**src/sv/bf3_pkg.sv**
```systemverilog
// Shared types and constants of the 3x3 box filter stream.
package bf3_pkg;

  localparam int SAMPLE_W        = 16;
  localparam int ROW_W           = 13;
  localparam int COL_W           = 6;
  localparam int CFG_DATA_W      = 13;
  localparam int CFG_IDX_W       = 1;
  localparam int DEF_MAX_COLUMNS = 32;
  localparam int WIN_N           = 3;

  localparam logic [CFG_IDX_W-1:0] REG_ROW_COUNT    = 1'b0;
  localparam logic [CFG_IDX_W-1:0] REG_COLUMN_COUNT = 1'b1;

  localparam logic [ROW_W-1:0] ROW_COUNT_RST    = 13'd4;
  localparam logic [COL_W-1:0] COLUMN_COUNT_RST = 6'd4;

  localparam int SUM_W      = 20;
  localparam int DIV_SHIFT  = 24;
  localparam int DIV_MUL_W  = 21;
  localparam int DIV9_MUL   = (1 << DIV_SHIFT) / 9 + 1;
  localparam int PROD_W     = SUM_W + DIV_MUL_W;

  typedef enum logic [1:0] {
    FL_IDLE,
    FL_PEND,
    FL_DRAIN
  } flush_state_t;

  typedef enum logic [1:0] {
    K_NORMAL,
    K_PEND,
    K_DRAIN
  } item_kind_t;

endpackage

```
**src/sv/box_filter_3x3_stream.sv**
```systemverilog
// 3x3 box filter over a raster sample stream with a line memory.
// Takes one unsigned Q8.8 sample per clock in raster order unless stalled and returns each
// interior sample as the floor of its 3x3 neighbourhood sum over nine, border samples
// unchanged, one row plus one sample behind the input. Within a frame one word is taken per
// cycle while out_tready holds, limited by the single read-modify-write of the line memory,
// which holds the two previous rows packed in one entry per column. After the last sample of
// a frame the input stalls while the last row is read back from the line memory and sent
// out; out_tlast marks the final word of the frame. From acceptance a word passes through
// stages s1, s2 and s3 into the output register. Configuration writes restart the frame and
// must only be made while the block is idle.
module box_filter_3x3_stream
  import bf3_pkg::*;
#(
  parameter int MAX_COLUMNS = DEF_MAX_COLUMNS
) (
  input  logic                  clk,
  input  logic                  rst_n,
  input  logic                  in_tvalid,
  output logic                  in_tready,
  input  logic [SAMPLE_W-1:0]   in_tdata,    // [15:0] sample_in
  output logic                  out_tvalid,
  input  logic                  out_tready,
  output logic [SAMPLE_W-1:0]   out_tdata,   // [15:0] sample_out
  output logic                  out_tlast,
  input  logic                  cfg_we,
  input  logic [CFG_IDX_W-1:0]  cfg_index,
  input  logic [CFG_DATA_W-1:0] cfg_wdata
);

  localparam int IDX_W = $clog2(MAX_COLUMNS);
  localparam logic [COL_W-1:0] MAX_COLS = COL_W'(MAX_COLUMNS);

  logic [ROW_W-1:0]      row_count_r;
  logic [COL_W-1:0]      column_count_r;
  logic [ROW_W-1:0]      rows_eff;
  logic [ROW_W-1:0]      row_last;
  logic [COL_W-1:0]      cols_eff;
  logic [COL_W-1:0]      cols_m1;
  logic [IDX_W-1:0]      col_last;

  logic [IDX_W-1:0]      col_pos_r;
  logic [ROW_W-1:0]      row_pos_r;
  logic                  at_last_col;
  logic                  at_last_row;
  logic                  in_acc;

  flush_state_t          fl_st_r, fl_nxt;
  logic [IDX_W-1:0]      drain_idx_r;
  logic                  issue_pend;
  logic                  issue_drain;

  logic [2*SAMPLE_W-1:0] line_mem [MAX_COLUMNS];
  logic [2*SAMPLE_W-1:0] rd_data_r;
  logic [2*SAMPLE_W-1:0] rd_eff;
  logic [2*SAMPLE_W-1:0] wr_data;
  logic [IDX_W-1:0]      rd_addr;
  logic                  s1_writes;
  logic                  fwd_hit;

  logic                  s1_v_r;
  item_kind_t            s1_kind_r, s1_kind_nxt;
  logic [SAMPLE_W-1:0]   s1_sample_r;
  logic [IDX_W-1:0]      s1_col_r;
  logic                  s1_emit_r, s1_emit_nxt;
  logic                  s1_interior_r, s1_interior_nxt;
  logic                  s1_first_r, s1_first_nxt;
  logic                  s1_cap_r, s1_cap_nxt;
  logic                  s1_last_r, s1_last_nxt;
  logic                  s1_fwd_r;
  logic [2*SAMPLE_W-1:0] s1_fwd_data_r;

  logic [SAMPLE_W-1:0]   win_r [WIN_N][WIN_N];
  logic [SAMPLE_W-1:0]   lastcol_r;

  logic                  s2_v_r;
  logic [SAMPLE_W-1:0]   s2_pass_r, s2_pass_nxt;
  logic                  s2_interior_r;
  logic                  s2_last_r;

  logic                  s3_v_r;
  logic [SUM_W-1:0]      s3_sum_r;
  logic [SUM_W-1:0]      win_sum;
  logic [SAMPLE_W-1:0]   s3_pass_r;
  logic                  s3_interior_r;
  logic                  s3_last_r;
  logic [PROD_W-1:0]     prod;

  logic                  out_tvalid_r;
  logic [SAMPLE_W-1:0]   out_tdata_r;
  logic                  out_tlast_r;

  logic                  load1;
  logic                  s1_free;
  logic                  adv1;
  logic                  adv2;
  logic                  adv3;

  always_comb begin
    rows_eff = (row_count_r == '0) ? ROW_W'(1) : row_count_r;
    row_last = rows_eff - ROW_W'(1);
    if (column_count_r == '0) begin
      cols_eff = COL_W'(1);
    end else if (column_count_r > MAX_COLS) begin
      cols_eff = MAX_COLS;
    end else begin
      cols_eff = column_count_r;
    end
    cols_m1  = cols_eff - COL_W'(1);
    col_last = cols_m1[IDX_W-1:0];
  end

  assign at_last_col = (col_pos_r == col_last);
  assign at_last_row = (row_pos_r == row_last);

  assign adv3    = s3_v_r && (!out_tvalid_r || out_tready);
  assign adv2    = s2_v_r && (!s3_v_r || adv3);
  assign adv1    = s1_v_r && (!s2_v_r || adv2);
  assign s1_free = !s1_v_r || adv1;

  assign in_tready = (fl_st_r == FL_IDLE) && s1_free;
  assign in_acc    = in_tvalid && in_tready;
  assign load1     = in_acc || issue_pend || issue_drain;

  always_comb begin
    fl_nxt = fl_st_r;
    unique case (fl_st_r)
      FL_IDLE: begin
        if (in_acc && at_last_col && at_last_row) begin
          fl_nxt = (rows_eff != ROW_W'(1)) ? FL_PEND : FL_DRAIN;
        end
      end
      FL_PEND: begin
        if (s1_free) begin
          fl_nxt = FL_DRAIN;
        end
      end
      FL_DRAIN: begin
        if (s1_free && drain_idx_r == col_last) begin
          fl_nxt = FL_IDLE;
        end
      end
      default: fl_nxt = FL_IDLE;
    endcase
  end

  always_comb begin
    issue_pend  = 1'b0;
    issue_drain = 1'b0;
    unique case (fl_st_r)
      FL_IDLE:  ;
      FL_PEND:  issue_pend  = s1_free;
      FL_DRAIN: issue_drain = s1_free;
      default:  ;
    endcase
  end

  assign rd_addr   = (fl_st_r == FL_DRAIN) ? drain_idx_r : col_pos_r;
  assign rd_eff    = s1_fwd_r ? s1_fwd_data_r : rd_data_r;
  assign wr_data   = {rd_eff[SAMPLE_W-1:0], s1_sample_r};
  assign s1_writes = adv1 && (s1_kind_r == K_NORMAL);
  assign fwd_hit   = s1_writes && (s1_col_r == rd_addr);

  always_comb begin
    s1_kind_nxt     = K_NORMAL;
    s1_emit_nxt     = 1'b1;
    s1_interior_nxt = 1'b0;
    s1_first_nxt    = 1'b0;
    s1_cap_nxt      = 1'b0;
    s1_last_nxt     = 1'b0;
    if (in_acc) begin
      s1_emit_nxt     = ((col_pos_r == '0) && (row_pos_r >= ROW_W'(2))) ||
                        ((col_pos_r != '0) && (row_pos_r != '0));
      s1_interior_nxt = (col_pos_r >= IDX_W'(2)) && (row_pos_r >= ROW_W'(2));
      s1_first_nxt    = (col_pos_r == '0);
      s1_cap_nxt      = at_last_col;
    end else if (issue_pend) begin
      s1_kind_nxt = K_PEND;
    end else begin
      s1_kind_nxt = K_DRAIN;
      s1_last_nxt = (drain_idx_r == col_last);
    end
  end

  always_comb begin
    unique case (s1_kind_r)
      K_NORMAL: s2_pass_nxt = s1_first_r ? lastcol_r : win_r[1][WIN_N-1];
      K_PEND:   s2_pass_nxt = lastcol_r;
      K_DRAIN:  s2_pass_nxt = rd_eff[SAMPLE_W-1:0];
      default:  s2_pass_nxt = rd_eff[SAMPLE_W-1:0];
    endcase
  end

  always_comb begin
    win_sum = '0;
    for (int k = 0; k < WIN_N; k++) begin
      for (int j = 0; j < WIN_N; j++) begin
        win_sum = win_sum + SUM_W'(win_r[k][j]);
      end
    end
  end

  assign prod = PROD_W'(s3_sum_r) * PROD_W'(DIV9_MUL);

  always_ff @(posedge clk) begin
    if (!rst_n) begin
      row_count_r    <= ROW_COUNT_RST;
      column_count_r <= COLUMN_COUNT_RST;
    end else if (cfg_we) begin
      unique case (cfg_index)
        REG_ROW_COUNT:    row_count_r    <= cfg_wdata[ROW_W-1:0];
        REG_COLUMN_COUNT: column_count_r <= cfg_wdata[COL_W-1:0];
        default:          ;
      endcase
    end
  end

  always_ff @(posedge clk) begin
    if (!rst_n) begin
      col_pos_r   <= '0;
      row_pos_r   <= '0;
      fl_st_r     <= FL_IDLE;
      drain_idx_r <= '0;
    end else if (cfg_we) begin
      col_pos_r   <= '0;
      row_pos_r   <= '0;
      fl_st_r     <= FL_IDLE;
      drain_idx_r <= '0;
    end else begin
      fl_st_r <= fl_nxt;
      if (in_acc) begin
        if (at_last_col && at_last_row) begin
          col_pos_r   <= '0;
          row_pos_r   <= '0;
          drain_idx_r <= '0;
        end else if (at_last_col) begin
          col_pos_r <= '0;
          row_pos_r <= row_pos_r + ROW_W'(1);
        end else begin
          col_pos_r <= col_pos_r + IDX_W'(1);
        end
      end
      if (issue_drain) begin
        drain_idx_r <= drain_idx_r + IDX_W'(1);
      end
    end
  end

  always_ff @(posedge clk) begin
    if (s1_writes) begin
      line_mem[s1_col_r] <= wr_data;
    end
    if (load1) begin
      rd_data_r <= line_mem[rd_addr];
    end
  end

  always_ff @(posedge clk) begin
    if (!rst_n) begin
      s1_v_r       <= 1'b0;
      s2_v_r       <= 1'b0;
      s3_v_r       <= 1'b0;
      out_tvalid_r <= 1'b0;
    end else begin
      if (load1) begin
        s1_v_r <= 1'b1;
      end else if (adv1) begin
        s1_v_r <= 1'b0;
      end
      if (adv1) begin
        s2_v_r <= s1_emit_r;
      end else if (adv2) begin
        s2_v_r <= 1'b0;
      end
      if (adv2) begin
        s3_v_r <= 1'b1;
      end else if (adv3) begin
        s3_v_r <= 1'b0;
      end
      if (adv3) begin
        out_tvalid_r <= 1'b1;
      end else if (out_tready) begin
        out_tvalid_r <= 1'b0;
      end
    end
  end

  always_ff @(posedge clk) begin
    if (load1) begin
      s1_kind_r     <= s1_kind_nxt;
      s1_sample_r   <= in_tdata;
      s1_col_r      <= rd_addr;
      s1_emit_r     <= s1_emit_nxt;
      s1_interior_r <= s1_interior_nxt;
      s1_first_r    <= s1_first_nxt;
      s1_cap_r      <= s1_cap_nxt;
      s1_last_r     <= s1_last_nxt;
      s1_fwd_r      <= fwd_hit;
      s1_fwd_data_r <= wr_data;
    end
    if (s1_writes) begin
      for (int k = 0; k < WIN_N; k++) begin
        for (int j = 0; j < WIN_N-1; j++) begin
          win_r[k][j] <= win_r[k][j+1];
        end
      end
      win_r[0][WIN_N-1] <= rd_eff[2*SAMPLE_W-1:SAMPLE_W];
      win_r[1][WIN_N-1] <= rd_eff[SAMPLE_W-1:0];
      win_r[2][WIN_N-1] <= s1_sample_r;
      if (s1_cap_r) begin
        lastcol_r <= rd_eff[SAMPLE_W-1:0];
      end
    end
    if (adv1) begin
      s2_pass_r     <= s2_pass_nxt;
      s2_interior_r <= s1_interior_r && (s1_kind_r == K_NORMAL);
      s2_last_r     <= s1_last_r;
    end
    if (adv2) begin
      s3_sum_r      <= win_sum;
      s3_pass_r     <= s2_pass_r;
      s3_interior_r <= s2_interior_r;
      s3_last_r     <= s2_last_r;
    end
    if (adv3) begin
      out_tdata_r <= s3_interior_r ? prod[DIV_SHIFT+SAMPLE_W-1:DIV_SHIFT] : s3_pass_r;
      out_tlast_r <= s3_last_r;
    end
  end

  assign out_tvalid = out_tvalid_r;
  assign out_tdata  = out_tdata_r;
  assign out_tlast  = out_tlast_r;

  a_flush_follows_accept: assert property (@(posedge clk) disable iff (!rst_n)
    (fl_st_r != FL_IDLE && $past(fl_st_r) == FL_IDLE) |-> $past(in_tvalid && in_tready))
    else $error("flush started without a final input word");

  a_drain_in_range: assert property (@(posedge clk) disable iff (!rst_n)
    (fl_st_r == FL_DRAIN) |-> (drain_idx_r <= col_last))
    else $error("drain index beyond the last column");

  a_last_is_border: assert property (@(posedge clk) disable iff (!rst_n)
    (s3_v_r && s3_last_r) |-> !s3_interior_r)
    else $error("frame end marked on a filtered word");

endmodule
```
**config.mk**
```make
export PLATFORM = sky130hd
export DESIGN_NAME = box_filter_3x3_stream
export DESIGN_NICKNAME = d
export VERILOG_FILES = /design/src/sv/bf3_pkg.sv /design/src/sv/box_filter_3x3_stream.sv
export SDC_FILE = /design/constraint.sdc
export NUM_CORES = 2
export LEC_CHECK = 0
export BUFFER_PORTS_ARGS = -buffer_cell sky130_fd_sc_hd__buf_4
export CORE_UTILIZATION = 50
export CTS_BUF_LIST = sky130_fd_sc_hd__clkbuf_4 sky130_fd_sc_hd__clkbuf_8
export DETAILED_ROUTE_END_ITERATION = 8
export PLACE_DENSITY = 0.67
export SLEW_MARGIN = 25
export SYNTH_ARGS = -nofsm -noshare
export SYNTH_HDL_FRONTEND = slang
export SYNTH_SLANG_ARGS = --single-unit
```
**constraint.sdc**
```tcl
create_clock -name clk -period 26.6 [get_ports clk]
set_input_delay 2.66 -clock clk [delete_from_list [all_inputs] [get_ports clk]]
set_output_delay 2.66 -clock clk [all_outputs]
set_load 0.01 [all_outputs]
```
Yosys cells after proc, flatten, opt, wreduce, memory -nomap -nowiden --
Memory sizes are Yosys's and may differ from the RTL's. A register that Yosys moved wholly into a read port is not among the register bits. Cells that the tools add are included.
Storage, ports and cells: output and inout bits 19, input port bits 35, memory bits (writable) 1168, memories kept 2, register bits 198, logic and storage cells 143
Memory list:
- line_mem | depth 32, width 32, rd ports 1, clocked after memory_dff 1, wr ports 1, RTL line box_filter_3x3_stream.sv:52 | logic [2*SAMPLE_W-1:0] line_mem [MAX_COLUMNS];
- win_r | depth 3, width 48, rd ports 3, clocked after memory_dff 0, wr ports 3, RTL line box_filter_3x3_stream.sv:72 | logic [SAMPLE_W-1:0] win_r [WIN_N][WIN_N];
Cells by class: equality and inequality tests 11, bitwise logic cells 2, multiply operators 1, muxes and demuxes 33, reduce and logical (&&, ||, !) cells 48, magnitude comparators 3, $add $sub $neg 13
Operators with widths (count):
- adder 20 x 16 -> 20 bit | 4
- 2-to-1 mux 5 bit | 8
- 2-to-1 mux 13 bit | 3
- multiplier 20 x 18 -> 37 bit, second input constant | 1
- 2-to-1 mux 16 bit | 2
- 2-to-1 mux 32 bit | 1
- one-hot mux 16 bit (2 select lines) | 1
- adder 19 x 16 -> 20 bit | 1
- adder 18 x 16 -> 19 bit | 1
- adder 17 x 16 -> 18 bit | 1
- adder 16 x 16 -> 17 bit | 1
- equality test 5 bit | 3
- logical AND 1 bit | 15
- nonzero test 2 bit | 7
- adder 13 x 1 -> 13 bit, second input constant | 1
- equality test 13 bit | 1
- greater-or-equal comparator 13 x 2 -> 1 bit, second input constant | 1
- zero test 13 bit | 1
- inequality test 13 x 1 -> 1 bit, second input constant | 1
- nonzero test 13 bit | 1
- subtractor 13 x 1 -> 13 bit, second input constant | 1
- 2-to-1 mux 1 bit | 12
- adder 5 x 1 -> 5 bit, second input constant | 2
- 2-to-1 mux 2 bit | 5
- 18 further kinds | 36

Depth between registers and ports, before layout --
word-level depth 14, mapped depth 21, mapped depth without buffers 21

Worst setup path before layout --
OpenSTA, ideal clock, no wires.
path type input-to-reg, start point input port out_tready, end point memory line_mem[17][0] (netlist bit), enable pin, stages on the path 5, buffers on the path 0, library setup time 0.421 ns, data required time 26.179 ns, arrival time 16.914 ns, setup slack 9.265 ns, cell sequence nand4b_1 > nand2_1 > nor3_1 > nand3b_1 > nor2_1
On the way: word-level cells in the longest chain between the ends 9
RTL lines:
- start: declaration | RTL line box_filter_3x3_stream.sv:22 | input logic out_tready,
- logical OR 1 bit | RTL line box_filter_3x3_stream.sv:115 | assign adv3 = s3_v_r && (!out_tvalid_r || out_tready);
- logical AND 1 bit | RTL line box_filter_3x3_stream.sv:115
- logical OR 1 bit | RTL line box_filter_3x3_stream.sv:116 | assign adv2 = s2_v_r && (!s3_v_r || adv3);
- logical AND 1 bit | RTL line box_filter_3x3_stream.sv:116
- logical OR 1 bit | RTL line box_filter_3x3_stream.sv:117 | assign adv1 = s1_v_r && (!s2_v_r || adv2);
- logical AND 1 bit | RTL line box_filter_3x3_stream.sv:117
- logical AND 1 bit | RTL line box_filter_3x3_stream.sv:160 | assign s1_writes = adv1 && (s1_kind_r == K_NORMAL);
- net s1_writes | RTL line box_filter_3x3_stream.sv:57 | logic s1_writes;
- 2-to-1 mux 1 bit | RTL line box_filter_3x3_stream.sv:249 | if (s1_writes) begin
- 2-to-1 mux 1 bit (implied by the code) | RTL line box_filter_3x3_stream.sv:250 | line_mem[s1_col_r] <= wr_data;
- end: declaration | RTL line box_filter_3x3_stream.sv:52
The timed path passes the listed nets, and every way through them passes these cells.

Final worst setup path --
start point input port out_tready, end point output port in_tready
On the way: word-level cells in the longest chain between the ends 8
RTL lines:
- logical OR 1 bit | RTL line box_filter_3x3_stream.sv:115
- logical AND 1 bit | RTL line box_filter_3x3_stream.sv:115
- logical OR 1 bit | RTL line box_filter_3x3_stream.sv:116
- logical AND 1 bit | RTL line box_filter_3x3_stream.sv:116
- logical OR 1 bit | RTL line box_filter_3x3_stream.sv:117
- logical AND 1 bit | RTL line box_filter_3x3_stream.sv:117
- logical OR 1 bit | RTL line box_filter_3x3_stream.sv:118 | assign s1_free = !s1_v_r || adv1;
- logical AND 1 bit | RTL line box_filter_3x3_stream.sv:120 | assign in_tready = (fl_st_r == FL_IDLE) && s1_free;
- end: declaration | RTL line box_filter_3x3_stream.sv:19 | output logic in_tready,
Every way passes these cells.

==> flow_metrics.py <==
metrics = {
    "outcome": {
        "status": "complete, but fails checks",
        "violations": "DRC",
    },
    "floorplanning": {
        "io_pins": 54,
        "initial_core_util_pct": 50.57,
        "core_um2": 124100,
        "die-height_um": 356.3,
        "dieWidth_um": 356.3,
        "placementRows": 129,
        "die_area_um2": 127000,
    },
    "route": {
        "wl_per_cell_um": 23.11,
        "routed.top_layer": "met4",
        "drc": 6,
        "vias": 36527,
        "post_drt_via_cell_ratio": 5.755,
        "met3_wirelength_mm": 11.34,
        "ant_nets": 0,
        "drt-met1-wl_mm": 60.15,
        "wl_met2_mm": 71.11,
        "drt_iter0_drc": 3591,
        "drtPass1Iterations": 7,
        "wirelength_mm": 146.7,
    },
    "job": {
        "maxCapViolCount": 0,
    },
    "timing": {
        "slew_headroom_pct": 24.00,
        "tns_ns": 0,
        "clock.fmax_ghz": 0.1556,
        "worst_slew_pin_slew_ns": 1.131,
        "finalWorstSetupSlack_ns": 20.17,
        "final.hold.worst_slack_ns": 0.4180,
        "rsz0062_at_grt": "false",
        "clock_skew_ns": 0.03558,
        "slew_violations": 0,
        "finalCritPeriodShare_pct": 24.16,
        "fin_crit_ns": 6.426,
        "finalHoldViolations": 0,
        "finalSetupViolCount": 0,
    },
    "clock_tree": {
        "hold_buffers": 0,
        "clk_latency_ns": 0.91,
        "h-tree-depth": 4,
        "clock_sinks": 1398,
        "cts_buffers": 211,
        "clk_pin_slew_ns": 0.05,
        "cts_resized": 0,
        "root_buffer": "clkbuf_8",
        "cts_tree": "built",
        "cts_buffer_depth": 3,
        "postCtsSetupBuffers": 0,
    },
    "place": {
        "dpl.hpwl_mm": 89.27,
        "place.gp.congestion": 0.8696,
        "place.port_buffers": 53,
        "placed_cell_area_um2": 65600,
        "place_ws_ns": 20.20,
    },
    "min_path": {
        "min_to": "s3_pass_r[6]$_DFFE_PP_",
        "hold_path.startpoint": "s2_pass_r[6]$_DFFE_PP_",
        "hold_path_class": "register to register",
        "hold_depth": 0,
    },
    "synthesis": {
        "syn_area_per_cell_um2": 14.18,
        "yosysMostFrequentCell": "edfxtp_1",
        "synth_top_area_share_pct": 64.59,
        "yosysTopAreaCell": "edfxtp_1",
        "ys_seq_area_share_pct": 66.12,
        "synth_seq_cells": 1398,
        "ys_warn_count": 0,
        "syn_nets": 4831,
        "synth_area_leaders": "edfxtp_1, fa_1, nand2_1",
        "syn_inst": 4425,
        "synthArstFlopShare_pct": 0,
        "synth_edf_count": 1350,
        "synth_ff_type": "edfxtp_1",
        "ys_types": 77,
        "syn-cell-area_um2": 62770,
        "yosys-top-cells-count": "edfxtp_1, nand2_1, inv_1",
    },
    "cells_and_area": {
        "stdcell_area_um2": 69700,
        "fin_util_pct": 56.16,
        "drive_gt1_share_pct": 12.74,
        "fillers": 9748,
        "final_nets": 4949,
        "area_growth_pct": 11.05,
    },
    "power_and_ir_drop": {
        "peakVddDrop_mv": 0.1880,
        "swShare_pct": 32.87,
        "pwr-share-clk_pct": 26.9,
        "seqPwrFrac_pct": 39.4,
        "p_int_mw": 4.281,
        "leakage_nw": 24.69,
        "pwr_density_cell_nw_per_um2": 91.50,
        "p_switching_mw": 2.096,
        "p_comb_share_pct": 33.7,
    },
    "global_route": {
        "grt_pass1_vias": 36323,
        "grt_usage_pct": 23.32,
        "grt_pass1_wl_mm": 221.8,
        "grt_max_degree": 160,
        "antenna_found_initial": 3,
        "grt_overflow_total": 0,
    },
    "critical_path": {
        "cp_max_fo": 8,
        "r2r_slack_ns": 20.59,
        "crit_arrival_ns": 3.77,
        "start_kind": "input pin",
        "critical_path_class": "input pin to primary output",
        "required_ns": 23.94,
        "timing.rr.start": "s3_sum_r[4]$_DFFE_PP_",
        "worst-r2r-cell-count": 19,
        "reg2reg_to": "out_tdata[9]$_DFFE_PP_",
        "endpoint_kind": "primary output",
    },
}
## worst max path at each step
stage,start,to,slack (ns),cells after the start
after floorplan,out_tready,line_mem[17][0]$_DFFE_PP_,9.27,5
after global placement,out_tready,in_tready,20.27,5
after detailed placement,out_tready,in_tready,20.20,5
after CTS,out_tready,in_tready,20.20,5
after global routing,out_tready,in_tready,20.12,5
final,out_tready,in_tready,20.17,5
## through the flow
step / cells / power [mW]
global placement: 5942 / 4.687
global route: 6347 / 6.785
finish: 6347 / 6.378
CTS: 6345 / 6.430
floorplan: 4425 / 4.144
detailed placement: 5966 / 4.712
## placed cells by master, fill, tap and decap left out, types with 94 or more instances in the layout
cell type | netlist | final
mux2i_1 | 150 | 146
clkbuf_8 | 0 | 214
a311oi_1 | 194 | 194
buf_4 | 12 | 105
inv_1 | 289 | 288
nor3_1 | 95 | 94
fa_1 | 200 | 200
ha_1 | 171 | 171
edfxtp_1 | 1350 | 1350
and3_1 | 198 | 198
nand2_1 | 894 | 893
## cell families after synthesis
group                    synth area share [%]
flip-flops                              66.12
AO/OA/AOI/OAI                           5.454
XOR/XNOR                                1.027
multiplexers                            4.276
AND/OR/NAND/NOR                         9.997
buffers and inverters                   3.339
adder cells (fa/ha/maj)                 9.788
## critical path, cell delays in order
cell and delay, ns:
buf_4 0.11, nand4b_1 0.24, nor2_1 0.45, nor3_1 0.13, buf_4 0.18
## flip-flops by register name, indices dropped and copies added (netlist names), 5 cells and up
signal,cells
s3_sum_r,20
rd_data_r,32
out_tdata,16
lastcol_r,16
s3_pass_r,16
col_pos_r,5
drain_idx_r,5
s1_fwd_data_r,32
win_r,144
row_count_r,13
line_mem,1024
column_count_r,6
s1_sample_r,16
s2_pass_r,16
s1_col_r,5
row_pos_r,13
## layout make-up
class / instances / area [um2] / area share, %
inverters: 292 / 1114 / 1.598
clock buffers: 288 / 3501 / 5.023
repair buffers: 133 / 1490 / 2.138
diodes: 1 / 2.502 / 0.003590
well taps: 1637 / 2048 / 2.938
flip-flops and latches: 1398 / 41500 / 59.54
multi-input cells: 2507 / 19480 / 27.95
clock inverters: 91 / 565.5 / 0.8114
## layer usage
metal,vias to the layer above,track usage [%]
met5,-,0
met4,0,8.112
met3,232,3.959
met2,1451,38.06
met1,18402,31.72
li1,16442,-
## power groups by stage
stage | logic, mW | clock network (mW) | registers [mW]
6_report | 2.15 | 1.72 | 2.51
5_1_grt | 2.44 | 1.84 | 2.51
4_1_cts | 2.17 | 1.75 | 2.51
3_5_place_dp | 2.16 | 0 | 2.56
3_3_place_gp | 2.13 | 0 | 2.56
2_1_floorplan | 1.58 | 0 | 2.56
(Power assumes the default switching activity.)
